File: src/rtl/core/md5_pkg.sv
package md5_pkg;

   typedef enum logic [2:0] {
      ST_IDLE,
      ST_ROUND,
      ST_PAD,
      ST_LEN,
      ST_OUT
   } state_type;

   typedef struct packed {
      logic       wr_byte;
      logic [7:0] wr_data;
      logic       start;
      logic       round;
      logic       finish;
      logic       pad_step;
      logic       len_step;
      logic       reinit;
      logic       count_inc;
   } cmd_type;

   typedef struct packed {
      logic       last_round;
      logic       pad_done;
      logic       pad_full;
      logic       len_done;
      logic [5:0] offset;
   } sts_type;

   localparam logic [31:0] INIT_A = 32'h67452301;
   localparam logic [31:0] INIT_B = 32'hefcdab89;
   localparam logic [31:0] INIT_C = 32'h98badcfe;
   localparam logic [31:0] INIT_D = 32'h10325476;

   function automatic logic [31:0] sine_k(input logic [5:0] i);
      logic [31:0] k;
      case (i)
         6'd0: k = 32'hd76aa478;  6'd1: k = 32'he8c7b756;
         6'd2: k = 32'h242070db;  6'd3: k = 32'hc1bdceee;
         6'd4: k = 32'hf57c0faf;  6'd5: k = 32'h4787c62a;
         6'd6: k = 32'ha8304613;  6'd7: k = 32'hfd469501;
         6'd8: k = 32'h698098d8;  6'd9: k = 32'h8b44f7af;
         6'd10: k = 32'hffff5bb1; 6'd11: k = 32'h895cd7be;
         6'd12: k = 32'h6b901122; 6'd13: k = 32'hfd987193;
         6'd14: k = 32'ha679438e; 6'd15: k = 32'h49b40821;
         6'd16: k = 32'hf61e2562; 6'd17: k = 32'hc040b340;
         6'd18: k = 32'h265e5a51; 6'd19: k = 32'he9b6c7aa;
         6'd20: k = 32'hd62f105d; 6'd21: k = 32'h02441453;
         6'd22: k = 32'hd8a1e681; 6'd23: k = 32'he7d3fbc8;
         6'd24: k = 32'h21e1cde6; 6'd25: k = 32'hc33707d6;
         6'd26: k = 32'hf4d50d87; 6'd27: k = 32'h455a14ed;
         6'd28: k = 32'ha9e3e905; 6'd29: k = 32'hfcefa3f8;
         6'd30: k = 32'h676f02d9; 6'd31: k = 32'h8d2a4c8a;
         6'd32: k = 32'hfffa3942; 6'd33: k = 32'h8771f681;
         6'd34: k = 32'h6d9d6122; 6'd35: k = 32'hfde5380c;
         6'd36: k = 32'ha4beea44; 6'd37: k = 32'h4bdecfa9;
         6'd38: k = 32'hf6bb4b60; 6'd39: k = 32'hbebfbc70;
         6'd40: k = 32'h289b7ec6; 6'd41: k = 32'heaa127fa;
         6'd42: k = 32'hd4ef3085; 6'd43: k = 32'h04881d05;
         6'd44: k = 32'hd9d4d039; 6'd45: k = 32'he6db99e5;
         6'd46: k = 32'h1fa27cf8; 6'd47: k = 32'hc4ac5665;
         6'd48: k = 32'hf4292244; 6'd49: k = 32'h432aff97;
         6'd50: k = 32'hab9423a7; 6'd51: k = 32'hfc93a039;
         6'd52: k = 32'h655b59c3; 6'd53: k = 32'h8f0ccc92;
         6'd54: k = 32'hffeff47d; 6'd55: k = 32'h85845dd1;
         6'd56: k = 32'h6fa87e4f; 6'd57: k = 32'hfe2ce6e0;
         6'd58: k = 32'ha3014314; 6'd59: k = 32'h4e0811a1;
         6'd60: k = 32'hf7537e82; 6'd61: k = 32'hbd3af235;
         6'd62: k = 32'h2ad7d2bb; 6'd63: k = 32'heb86d391;
         default: k = 32'h0;
      endcase
      return k;
   endfunction

   function automatic logic [4:0] shift_amt(input logic [5:0] i);
      logic [4:0] s;
      case ({i[5:4], i[1:0]})
         4'h0: s = 5'd7;  4'h1: s = 5'd12; 4'h2: s = 5'd17; 4'h3: s = 5'd22;
         4'h4: s = 5'd5;  4'h5: s = 5'd9;  4'h6: s = 5'd14; 4'h7: s = 5'd20;
         4'h8: s = 5'd4;  4'h9: s = 5'd11; 4'ha: s = 5'd16; 4'hb: s = 5'd23;
         4'hc: s = 5'd6;  4'hd: s = 5'd10; 4'he: s = 5'd15; 4'hf: s = 5'd21;
         default: s = 5'd0;
      endcase
      return s;
   endfunction

endpackage

File: src/rtl/core/md5_ctrl.sv
module md5_ctrl (
   input  logic               clock,
   input  logic               reset,
   input  logic               req_tvalid,
   output logic               req_tready,
   input  logic [7:0]         req_tdata,
   input  logic [1:0]         req_tuser,
   output logic               rsp_tvalid,
   input  logic               rsp_tready,
   output md5_pkg::cmd_type   cmd,
   input  md5_pkg::sts_type   sts
);

   md5_pkg::state_type state_ff, state_in;
   logic end_ff, end_in;     // message end pending after current block
   logic len_ff, len_in;     // current compression is the length block
   logic acc;

   assign acc = req_tvalid && req_tready;

   always_comb begin
      state_in = state_ff;
      end_in   = end_ff;
      len_in   = len_ff;
      case (state_ff)
         md5_pkg::ST_IDLE: begin
            if (acc) begin
               end_in = req_tuser[1];
               len_in = 1'b0;
               if (req_tuser[0] && sts.offset == 6'd63) begin
                  state_in = md5_pkg::ST_ROUND;
               end else if (req_tuser[1]) begin
                  state_in = md5_pkg::ST_PAD;
               end
            end
         end
         md5_pkg::ST_ROUND: begin
            if (sts.last_round) begin
               if (len_ff) begin
                  state_in = md5_pkg::ST_OUT;
               end else if (end_ff) begin
                  state_in = md5_pkg::ST_PAD;
               end else begin
                  state_in = md5_pkg::ST_IDLE;
               end
            end
         end
         md5_pkg::ST_PAD: begin
            if (sts.pad_done) begin
               if (sts.pad_full) begin
                  state_in = md5_pkg::ST_ROUND;
                  len_in   = 1'b0;
               end else begin
                  state_in = md5_pkg::ST_LEN;
               end
            end
         end
         md5_pkg::ST_LEN: begin
            if (sts.len_done) begin
               state_in = md5_pkg::ST_ROUND;
               len_in   = 1'b1;
            end
         end
         md5_pkg::ST_OUT: begin
            if (rsp_tready) begin
               state_in = md5_pkg::ST_IDLE;
               end_in   = 1'b0;
            end
         end
         default: state_in = md5_pkg::ST_IDLE;
      endcase
   end

   always_comb begin
      cmd            = '0;
      req_tready     = 1'b0;
      rsp_tvalid     = 1'b0;
      cmd.wr_data    = req_tdata;
      case (state_ff)
         md5_pkg::ST_IDLE: begin
            req_tready    = 1'b1;
            cmd.wr_byte   = acc && req_tuser[0];
            cmd.count_inc = acc && req_tuser[0];
            cmd.start     = acc && req_tuser[0] && sts.offset == 6'd63;
         end
         md5_pkg::ST_ROUND: begin
            cmd.round  = 1'b1;
            cmd.finish = sts.last_round;
         end
         md5_pkg::ST_PAD: begin
            cmd.pad_step = 1'b1;
            cmd.start    = sts.pad_done && sts.pad_full;
         end
         md5_pkg::ST_LEN: begin
            cmd.len_step = 1'b1;
            cmd.start    = sts.len_done;
         end
         md5_pkg::ST_OUT: begin
            rsp_tvalid = 1'b1;
            cmd.reinit = rsp_tready;
         end
         default: ;
      endcase
   end

   always_ff @(posedge clock) begin
      if (reset) begin
         state_ff <= md5_pkg::ST_IDLE;
         end_ff   <= 1'b0;
         len_ff   <= 1'b0;
      end else begin
         state_ff <= state_in;
         end_ff   <= end_in;
         len_ff   <= len_in;
      end
   end

   a_no_accept_busy: assert property (@(posedge clock) disable iff (reset)
      state_ff != md5_pkg::ST_IDLE |-> !req_tready)
      else $error("input taken while busy");
   a_out_hold: assert property (@(posedge clock) disable iff (reset)
      rsp_tvalid && !rsp_tready |=> rsp_tvalid)
      else $error("result dropped under stall");
   a_len_to_round: assert property (@(posedge clock) disable iff (reset)
      state_ff == md5_pkg::ST_LEN && sts.len_done |=> state_ff == md5_pkg::ST_ROUND)
      else $error("length block not compressed");

endmodule

File: src/rtl/core/md5_dpath.sv
module md5_dpath (
   input  logic              clock,
   input  logic              reset,
   input  md5_pkg::cmd_type  cmd,
   output md5_pkg::sts_type  sts,
   output logic [127:0]      digest
);

   // Block buffer kept as 16 little-endian words, written one byte lane at a time.
   logic [31:0] buf_mem [16];
   logic [31:0] h_ff [4];
   logic [31:0] a_ff, b_ff, c_ff, d_ff;
   logic [5:0]  rnd_ff;
   logic [63:0] count_ff;
   logic [5:0]  ptr_ff;      // padding / length write pointer
   logic        first_ff;    // first padding step writes 0x80

   logic [5:0]  offs;
   logic [5:0]  pa;          // padding write address
   logic [3:0]  g;
   logic [31:0] fv, m, t, rot;
   logic [63:0] bits;
   logic [2:0]  li;

   assign offs = count_ff[5:0];
   assign pa   = first_ff ? offs : ptr_ff;
   assign bits = {count_ff[60:0], 3'b000};
   assign li   = ptr_ff[2:0];

   always_comb begin
      case (rnd_ff[5:4])
         2'd0: begin fv = (b_ff & c_ff) | (~b_ff & d_ff); g = rnd_ff[3:0]; end
         2'd1: begin fv = (b_ff & d_ff) | (c_ff & ~d_ff);
            g = 4'(rnd_ff * 6'd5 + 6'd1); end
         2'd2: begin fv = b_ff ^ c_ff ^ d_ff; g = 4'(rnd_ff * 6'd3 + 6'd5); end
         default: begin fv = c_ff ^ (b_ff | ~d_ff); g = 4'(rnd_ff * 6'd7); end
      endcase
   end

   assign m   = buf_mem[g];
   assign t   = a_ff + fv + md5_pkg::sine_k(rnd_ff) + m;
   assign rot = (t << md5_pkg::shift_amt(rnd_ff)) |
                (t >> (6'd32 - {1'b0, md5_pkg::shift_amt(rnd_ff)}));

   // Stop padding at offset 55 (length follows) or at the block end (block full).
   assign sts.last_round = rnd_ff == 6'd63;
   assign sts.pad_done   = pa == 6'd63 || pa == 6'd55;
   assign sts.pad_full   = pa == 6'd63;
   assign sts.len_done   = ptr_ff == 6'd63;
   assign sts.offset     = offs;

   assign digest = {h_ff[3], h_ff[2], h_ff[1], h_ff[0]};

   always_ff @(posedge clock) begin
      if (cmd.wr_byte) begin
         buf_mem[offs[5:2]][{offs[1:0], 3'b000} +: 8] <= cmd.wr_data;
      end else if (cmd.pad_step) begin
         buf_mem[pa[5:2]][{pa[1:0], 3'b000} +: 8] <= first_ff ? 8'h80 : 8'h00;
      end else if (cmd.len_step) begin
         buf_mem[ptr_ff[5:2]][{ptr_ff[1:0], 3'b000} +: 8] <= bits[{li, 3'b000} +: 8];
      end
   end

   always_ff @(posedge clock) begin
      if (reset) begin
         h_ff[0]  <= md5_pkg::INIT_A;
         h_ff[1]  <= md5_pkg::INIT_B;
         h_ff[2]  <= md5_pkg::INIT_C;
         h_ff[3]  <= md5_pkg::INIT_D;
         a_ff     <= '0;
         b_ff     <= '0;
         c_ff     <= '0;
         d_ff     <= '0;
         rnd_ff   <= '0;
         count_ff <= '0;
         ptr_ff   <= '0;
         first_ff <= 1'b1;
      end else begin
         if (cmd.count_inc) count_ff <= count_ff + 64'd1;
         if (cmd.start) begin
            a_ff <= h_ff[0]; b_ff <= h_ff[1]; c_ff <= h_ff[2]; d_ff <= h_ff[3];
            rnd_ff <= '0;
         end else if (cmd.round) begin
            a_ff   <= d_ff;
            d_ff   <= c_ff;
            c_ff   <= b_ff;
            b_ff   <= b_ff + rot;
            rnd_ff <= rnd_ff + 6'd1;
         end
         if (cmd.finish) begin
            h_ff[0] <= h_ff[0] + d_ff;
            h_ff[1] <= h_ff[1] + b_ff + rot;
            h_ff[2] <= h_ff[2] + b_ff;
            h_ff[3] <= h_ff[3] + c_ff;
         end
         // padding pointer: start at current offset, wrap to zero for a second block
         if (cmd.pad_step) begin
            first_ff <= 1'b0;
            if (first_ff && offs == 6'd63) ptr_ff <= '0;
            else if (first_ff) ptr_ff <= offs + 6'd1;
            else ptr_ff <= ptr_ff + 6'd1;
         end else if (cmd.len_step) begin
            ptr_ff <= ptr_ff + 6'd1;
         end else if (!first_ff && !cmd.round && !cmd.finish) begin
            ptr_ff <= ptr_ff;
         end
         if (cmd.reinit) begin
            h_ff[0]  <= md5_pkg::INIT_A;
            h_ff[1]  <= md5_pkg::INIT_B;
            h_ff[2]  <= md5_pkg::INIT_C;
            h_ff[3]  <= md5_pkg::INIT_D;
            count_ff <= '0;
            first_ff <= 1'b1;
            ptr_ff   <= '0;
         end
      end
   end

   a_round_adv: assert property (@(posedge clock) disable iff (reset)
      cmd.round && !cmd.start |=> rnd_ff == $past(rnd_ff) + 6'd1)
      else $error("round index stuck");
   a_count_hold: assert property (@(posedge clock) disable iff (reset)
      cmd.round |=> count_ff == $past(count_ff))
      else $error("byte count moved during compression");
   a_no_wr_round: assert property (@(posedge clock) disable iff (reset)
      cmd.round |-> !cmd.wr_byte && !cmd.pad_step && !cmd.len_step)
      else $error("buffer written during compression");

endmodule

File: src/rtl/core/md5_message_digest.sv
// MD5 message digest engine.
// Input channel (req_): one transaction per message byte and/or end mark.
//   req_tdata carries the byte; req_tuser[0] says the byte is present and
//   req_tuser[1] closes the message.
// Result channel (rsp_): one transaction per closed message, the 16-byte
//   digest with byte 0 in rsp_tdata[7:0].
// A byte that does not fill the 64-byte block is stored and counted. A byte
//   that fills the block also starts a compression on the single shared
//   round unit (one round per cycle). An end mark pads the block one byte
//   per cycle, writes the 8 length bytes one per cycle and runs one or two
//   compressions before the digest is offered. One item is processed at
//   a time.
// Reset (synchronous, active high) loads the initial hash words and clears
//   the byte count; the block buffer is not cleared.
// A stalled receiver holds the digest on rsp_tdata with rsp_tvalid high;
//   no input is taken until the digest is delivered.
module md5_message_digest (
   input  logic         clock,
   input  logic         reset,
   input  logic         req_tvalid,
   output logic         req_tready,
   input  logic [7:0]   req_tdata,   // data_byte
   input  logic [1:0]   req_tuser,   // byte_present, end_of_message
   output logic         rsp_tvalid,
   input  logic         rsp_tready,
   output logic [127:0] rsp_tdata    // digest_first_half, digest_second_half
);

   md5_pkg::cmd_type cmd;
   md5_pkg::sts_type sts;

   md5_ctrl u_ctrl (
      .clock      (clock),
      .reset      (reset),
      .req_tvalid (req_tvalid),
      .req_tready (req_tready),
      .req_tdata  (req_tdata),
      .req_tuser  (req_tuser),
      .rsp_tvalid (rsp_tvalid),
      .rsp_tready (rsp_tready),
      .cmd        (cmd),
      .sts        (sts)
   );

   md5_dpath u_dpath (
      .clock  (clock),
      .reset  (reset),
      .cmd    (cmd),
      .sts    (sts),
      .digest (rsp_tdata)
   );

endmodule

File: config.mk
export PLATFORM = sky130hd
export DESIGN_NAME = md5_message_digest
export DESIGN_NICKNAME = d
export VERILOG_FILES = /design/src/rtl/core/md5_pkg.sv /design/src/rtl/core/md5_ctrl.sv /design/src/rtl/core/md5_dpath.sv /design/src/rtl/core/md5_message_digest.sv
export SDC_FILE = /design/constraint.sdc
export NUM_CORES = 2
export LEC_CHECK = 0
export CORE_ASPECT_RATIO = 2
export CORE_MARGIN = 2
export CORE_UTILIZATION = 50
export DETAILED_ROUTE_END_ITERATION = 6
export DONT_BUFFER_PORTS = 1
export SLEW_MARGIN = 10
export SYNTH_ARGS = -nofsm -noshare
export SYNTH_HDL_FRONTEND = slang
export SYNTH_SLANG_ARGS = --single-unit
File: constraint.sdc
create_clock -name clock -period 12.1 [get_ports clock]
set_input_delay 1.815 -clock clock [delete_from_list [all_inputs] [get_ports clock]]
set_output_delay 1.815 -clock clock [all_outputs]
set_load 0.02 [all_outputs]
[Yosys cells after proc, flatten, opt, wreduce, memory -nomap -nowiden]
Memories as Yosys holds them, arrays and structs flattened. A register that Yosys moved wholly into a read port is not among the register bits.
Cells that the tools add are included.
W data, S select, Z words.
Word-level totals
  register bits: 210
  bits in writable memories: 640
  bits in read-only memories: 2208
  input bits: 14
  logic and storage cells: 186
  memories kept: 5
Cells by class
  add/subtract/negate cells: 19
  $mul: 3
  equal/unequal tests: 18
  shift-type cells: 9
  mux-type cells: 80
  bitwise logic cells: 21
  reduce and logical (&&, ||, !) cells: 20
Memories
  (name not given): words 64, width 32, rd ports 1, clocked after memory_dff 1, wr ports 0, line md5_pkg.sv:38  | case (i)
  u_dpath.buf_mem: words 16, width 32, rd ports 1, clocked after memory_dff 0, wr ports 1, line md5_dpath.sv:10  | logic [31:0] buf_mem [16];
  u_dpath.h_ff: words 4, width 32, rd ports 4, clocked after memory_dff 0, wr ports 4, line md5_dpath.sv:11  | logic [31:0] h_ff [4];
  (name not given): words 16, width 5, rd ports 1, clocked after memory_dff 1, wr ports 0, line md5_pkg.sv:78  | case ({i[5:4], i[1:0]})
  (name not given): words 16, width 5, rd ports 1, clocked after memory_dff 1, wr ports 0, line md5_pkg.sv:78
Operators by type and width (number)
  $mux W32: 23
  $add A32 B32 Y32: 9
  $and A32 B32 Y32: 4
  $or A32 B32 Y32: 4
  $pmux W32 S3: 1
  $shift A8 B7 Y32 const A: 3
  $shiftx A8 B7 Y32: 3
  $xor A32 B32 Y32: 3
  $add A64 B1 Y64 const B: 1
  $not A32 Y32: 2
  $reduce_or A32 Y1: 2
  $shiftx A64 B7 Y8: 1
  $mux W6: 7
  $shl A32 B5 Y32: 1
  $shr A32 B6 Y32: 1
  $eq A6 B6 Y1 const B: 5
  $mux W1: 26
  $mux W3: 8
  $mux W4: 6
  $neg A5 Y7: 3
  $add A6 B1 Y6 const B: 3
  $pmux W3 S5: 1
  $mul A6 B3 Y4 const B: 2
  $pmux W4 S3: 1
  27 further kinds: 50

[Depth between registers and ports, before layout]
  depth in word-level cells: 12
  mapped depth: 51
  depth with buffers taken out: 48

[Hierarchy]
From an unflattened synthesis, not the netlist that was laid out.
Unflattened totals
  cells, all modules: 6176
  area, all modules: 57802.9 µm²
By module, submodules not included
  md5_dpath: times used 1, cells each 6114, area each 57322.5 µm², seq. area each 23362.4 µm²
  md5_ctrl: times used 1, cells each 62, area each 480.5 µm², seq. area each 100.1 µm²

[Least setup slack after synthesis]
OpenSTA, ideal clock, no wires.
  path type: register to register
  start: register u_dpath.rnd_ff[0]
  end: memory u_dpath.h_ff[1][31] (data pin)
  library setup time: 0.268 ns
  arrival: 10.614 ns
  required time: 11.832 ns
  slack: 1.219 ns
  stages on the path, launching flop included: 51
  path buffers: 4
  period minus slack after synthesis: 10.881 ns
  cells stage by stage: dfxtp_1 > clkbuf_1 > inv_1 > fa_1 > inv_1 > ha_1 > xnor2_1 > xnor2_1 > mux2i_1 > mux2i_4 > buf_4 > clkbuf_1 > buf_1 > mux2i_1 > a21oi_1 > fa_1 > inv_1 > fa_1 > [... 15 more ...] > nand2_1 > a41o_1 > fa_1 > ha_1 > fa_1 > a21o_1 > a21oi_1 > nand2b_1 > a21boi_0 > a21bo_2 > a2111oi_0 > o21bai_1 > a211oi_1 > o31ai_1 > a21oi_1 > xnor2_1 > xor3_1 > nand2_1
RTL lines
  start, declared: line md5_dpath.sv:13  | logic [5:0] rnd_ff;
  start signal, assigned: line md5_dpath.sv:88  | rnd_ff <= rnd_ff + 6'd1;
  end, declared: line md5_dpath.sv:11

==> reports/results.ini <==
[cts]
cts_buffer_depth = 3
tritoncts = built
ctsHoldBuffers = 0
clock-sinks = 884
clockRootBuffer = clkbuf_16
insertion_delay_ps = 720
h-tree-depth = 3
clk_pin_slew_ps = 70
numCtsBuffers = 82

[finish]
drive_above_1_share = 0.1173
area.growth.synth_to_final_pct = 9.823
postLayoutCellArea_um2 = 59660
finalNetCount = 5688
final_cell_count_no_fill = 6805
n_fill_cell = 9643
finish.utilization = 0.5511

[min_path]
whs_endpoint = u_dpath.a_ff[3]
min_path_cells = 2
hp-start = u_dpath.a_ff[3]
hp-class = register to register

[setup_path]
r2r_end = u_dpath.h_ff[1][31]
path_buf_inv = 7
start_kind = register
cp-end-kind = register
max_stage_delay_ps = 680
cp.required_ps = 12530
r2r_slack_ps = 650
critPathTopFamily = compound AO/OA/AOI/OAI gates
crit_fanout = 33
reg2reg_depth = 44
worst_ep_arrival_time_ps = 11890
path_class = register to register
crit_path_top_delay_cell = mux4_2
r2r-start = u_dpath.rnd_ff[1]

[pwr]
max-vdd-ir-drop_v = 0.0001741
p_leak_nw = 21.85
p_per_area_nw_per_um2 = 240.0

[sta]
fin_crit_ps = 11450
max_slew_margin = 0.1223
finClkSkew_ps = 38.47
max_freq_mhz = 87.30
final_hold_viol_count = 0
maxSlewViolCount = 0
setup_viol = 0
setup_ws_ps = 645.0
tns_ps = 0
grt_setup_unrepaired = false
period_share = 0.9467
worst_pin_slew_ps = 1280

[logic_synthesis]
yosys.area.top_type_share = 0.3184
avgSynthCellArea_um2 = 10.11
synth_seq_cells = 884
netlist_instances = 5372
ys_seq_area_frac = 0.4319
synthFlopType = edfxtp_1
synth_top_cell_by_area = edfxtp_1
synthArstFlopShare = 0
yosysWarnings = 0
syn_area_um2 = 54330
ys_top_cells_by_count = nand2_1, edfxtp_1, a21oi_1
synth_edf_count = 576
synth_cell_type_count = 99
synth.area.top_cells = edfxtp_1, dfxtp_1, mux4_2, ha_1, a21oi_1
yosysMostFrequentCell = nand2_1
synth_nets = 5712

[placement]
dp_hpwl_um = 155600
gp_congestion = 1.092
dp_cells = 6643
io_buffers = 0
dpl-instance-area_um2 = 56750
pre_cts_slack_ps = 475.7

[route]
routed_via_density = 6.542
wl_um = 211400
vias = 44520
drtPass1Iterations = 6
wire_per_inst_um = 31.06
ant_nets = 0
drtIter0Drc = 3657
post-route-drc-count = 0

[floorplan]
die_h_um = 470.2
fp-row-count = 171
io_pins = 144
start_util = 0.5018
die_w_um = 237.1
die_area_um2 = 111500
fp.coreArea_um2 = 108300

[grt]
grt_pass1_vias = 44060
grtUsageTotal = 0.3771
antenna_found_initial = 11
grt_start_max_net_pins = 144
grt-ovfl-total = 0
grt_pass1_wl_um = 303600

[job]
maxCapViolations = 0

[status]
status = finished, final reports clean

where the power goes:
| group | switching (mW) | internal, mW | total (mW) |
|---|---|---|---|
| registers | 0.119 | 3.31 | 3.43 |
| logic | 4.92 | 3.21 | 8.14 |
| clock network | 1.25 | 1.50 | 2.76 |
| total | 6.29 | 8.03 | 14.3 |
stage by stage:
step	hold slack, ps	power, mW
after floorplan	436.3	8.346
after global placement	446.6	11.11
after detailed placement	450.9	11.13
after CTS	458.7	13.89
after global routing	487.8	15.05
final	464.9	14.32
layout make-up:
class / instances / area [um2] / area share
tap: 1384 / 1732 / 0.02902
multi-input combinational: 3928 / 28940 / 0.4850
antenna: 6 / 15.01 / 0.0002517
clock inverter: 50 / 588.1 / 0.009856
inverter: 222 / 833.3 / 0.01397
clock buffer: 101 / 2196 / 0.03680
timing repair buffer: 230 / 1893 / 0.03173
sequential: 884 / 23470 / 0.3934
cell families after synthesis:
logic type,Yosys count,synth area share
adder cells (fa/ha/maj),340,0.09148
XOR/XNOR,257,0.04226
flip-flops,884,0.4319
multiplexers,285,0.08945
buffers and inverters,560,0.03952
AND/OR/NAND/NOR,1481,0.1213
AO/OA/AOI/OAI,1565,0.1841
layout by cell type (no fill, tap or decap), types with 102 or more instances in the layout:
cell        n
edfxtp_1  576
mux2i_1   102
nor2_1    428
xnor2_1   123
inv_1     215
nand2_1   586
mux4_2    157
a22oi_1   129
xor2_1    126
a21oi_1   518
ha_1      225
o21ai_0   277
dfxtp_1   305
buf_4     216
worst reg2reg max path, delay by kind of cell (launching register included):
family / cells / cell delay (ps)
flip-flops: 1 / 440
multiplexers: 2 / 890
AND/OR/NAND/NOR: 6 / 930
XOR/XNOR: 3 / 630
buffers and inverters: 7 / 1230
AO/OA/AOI/OAI: 18 / 3780
adder cells (fa/ha/maj): 8 / 3270
worst max-delay path by stage:
| stage | to | cells after the start | slack [ps] | start |
|---|---|---|---|---|
| global placement | u_dpath.h_ff[1][31] | 50 | 480 | u_dpath.rnd_ff[1] |
| finish | u_dpath.h_ff[1][31] | 44 | 650 | u_dpath.rnd_ff[1] |
| floorplan | u_dpath.h_ff[1][31] | 50 | 1220 | u_dpath.rnd_ff[0] |
| global route | u_dpath.h_ff[1][30] | 48 | 10 | u_dpath.rnd_ff[1] |
| CTS | u_dpath.h_ff[1][31] | 50 | 450 | u_dpath.rnd_ff[1] |
| detailed placement | u_dpath.h_ff[1][31] | 50 | 480 | u_dpath.rnd_ff[1] |
flip-flops by register name (all words and copies together), names as in the netlist, named ones only:
signal            cells
u_ctrl.state_ff       3
u_dpath.c_ff         32
u_dpath.rnd_ff        6
u_dpath.count_ff     61
u_dpath.first_ff      1
u_dpath.ptr_ff        6
u_dpath.buf_mem     512
u_dpath.h_ff        128
u_dpath.a_ff         32
u_dpath.d_ff         32
u_ctrl.len_ff         1
u_dpath.b_ff         32
u_ctrl.end_ff         1
repair_timing:
item | CTS | global route
setup endpoints to repair | 0 | 7
buffers inserted | 0 | 2
gates resized for setup | 0 | 13
routing by layer:
layer  vias to the layer above  track usage  part of all wire
met5                         -            0           0.00036
li1                      19880            -                 -
met3                       826       0.1070             0.080
met1                     21780       0.3509              0.30
met2                      2024       0.6499              0.49
met4                        12       0.3698              0.12
Power figures use the tool's default switching activity.
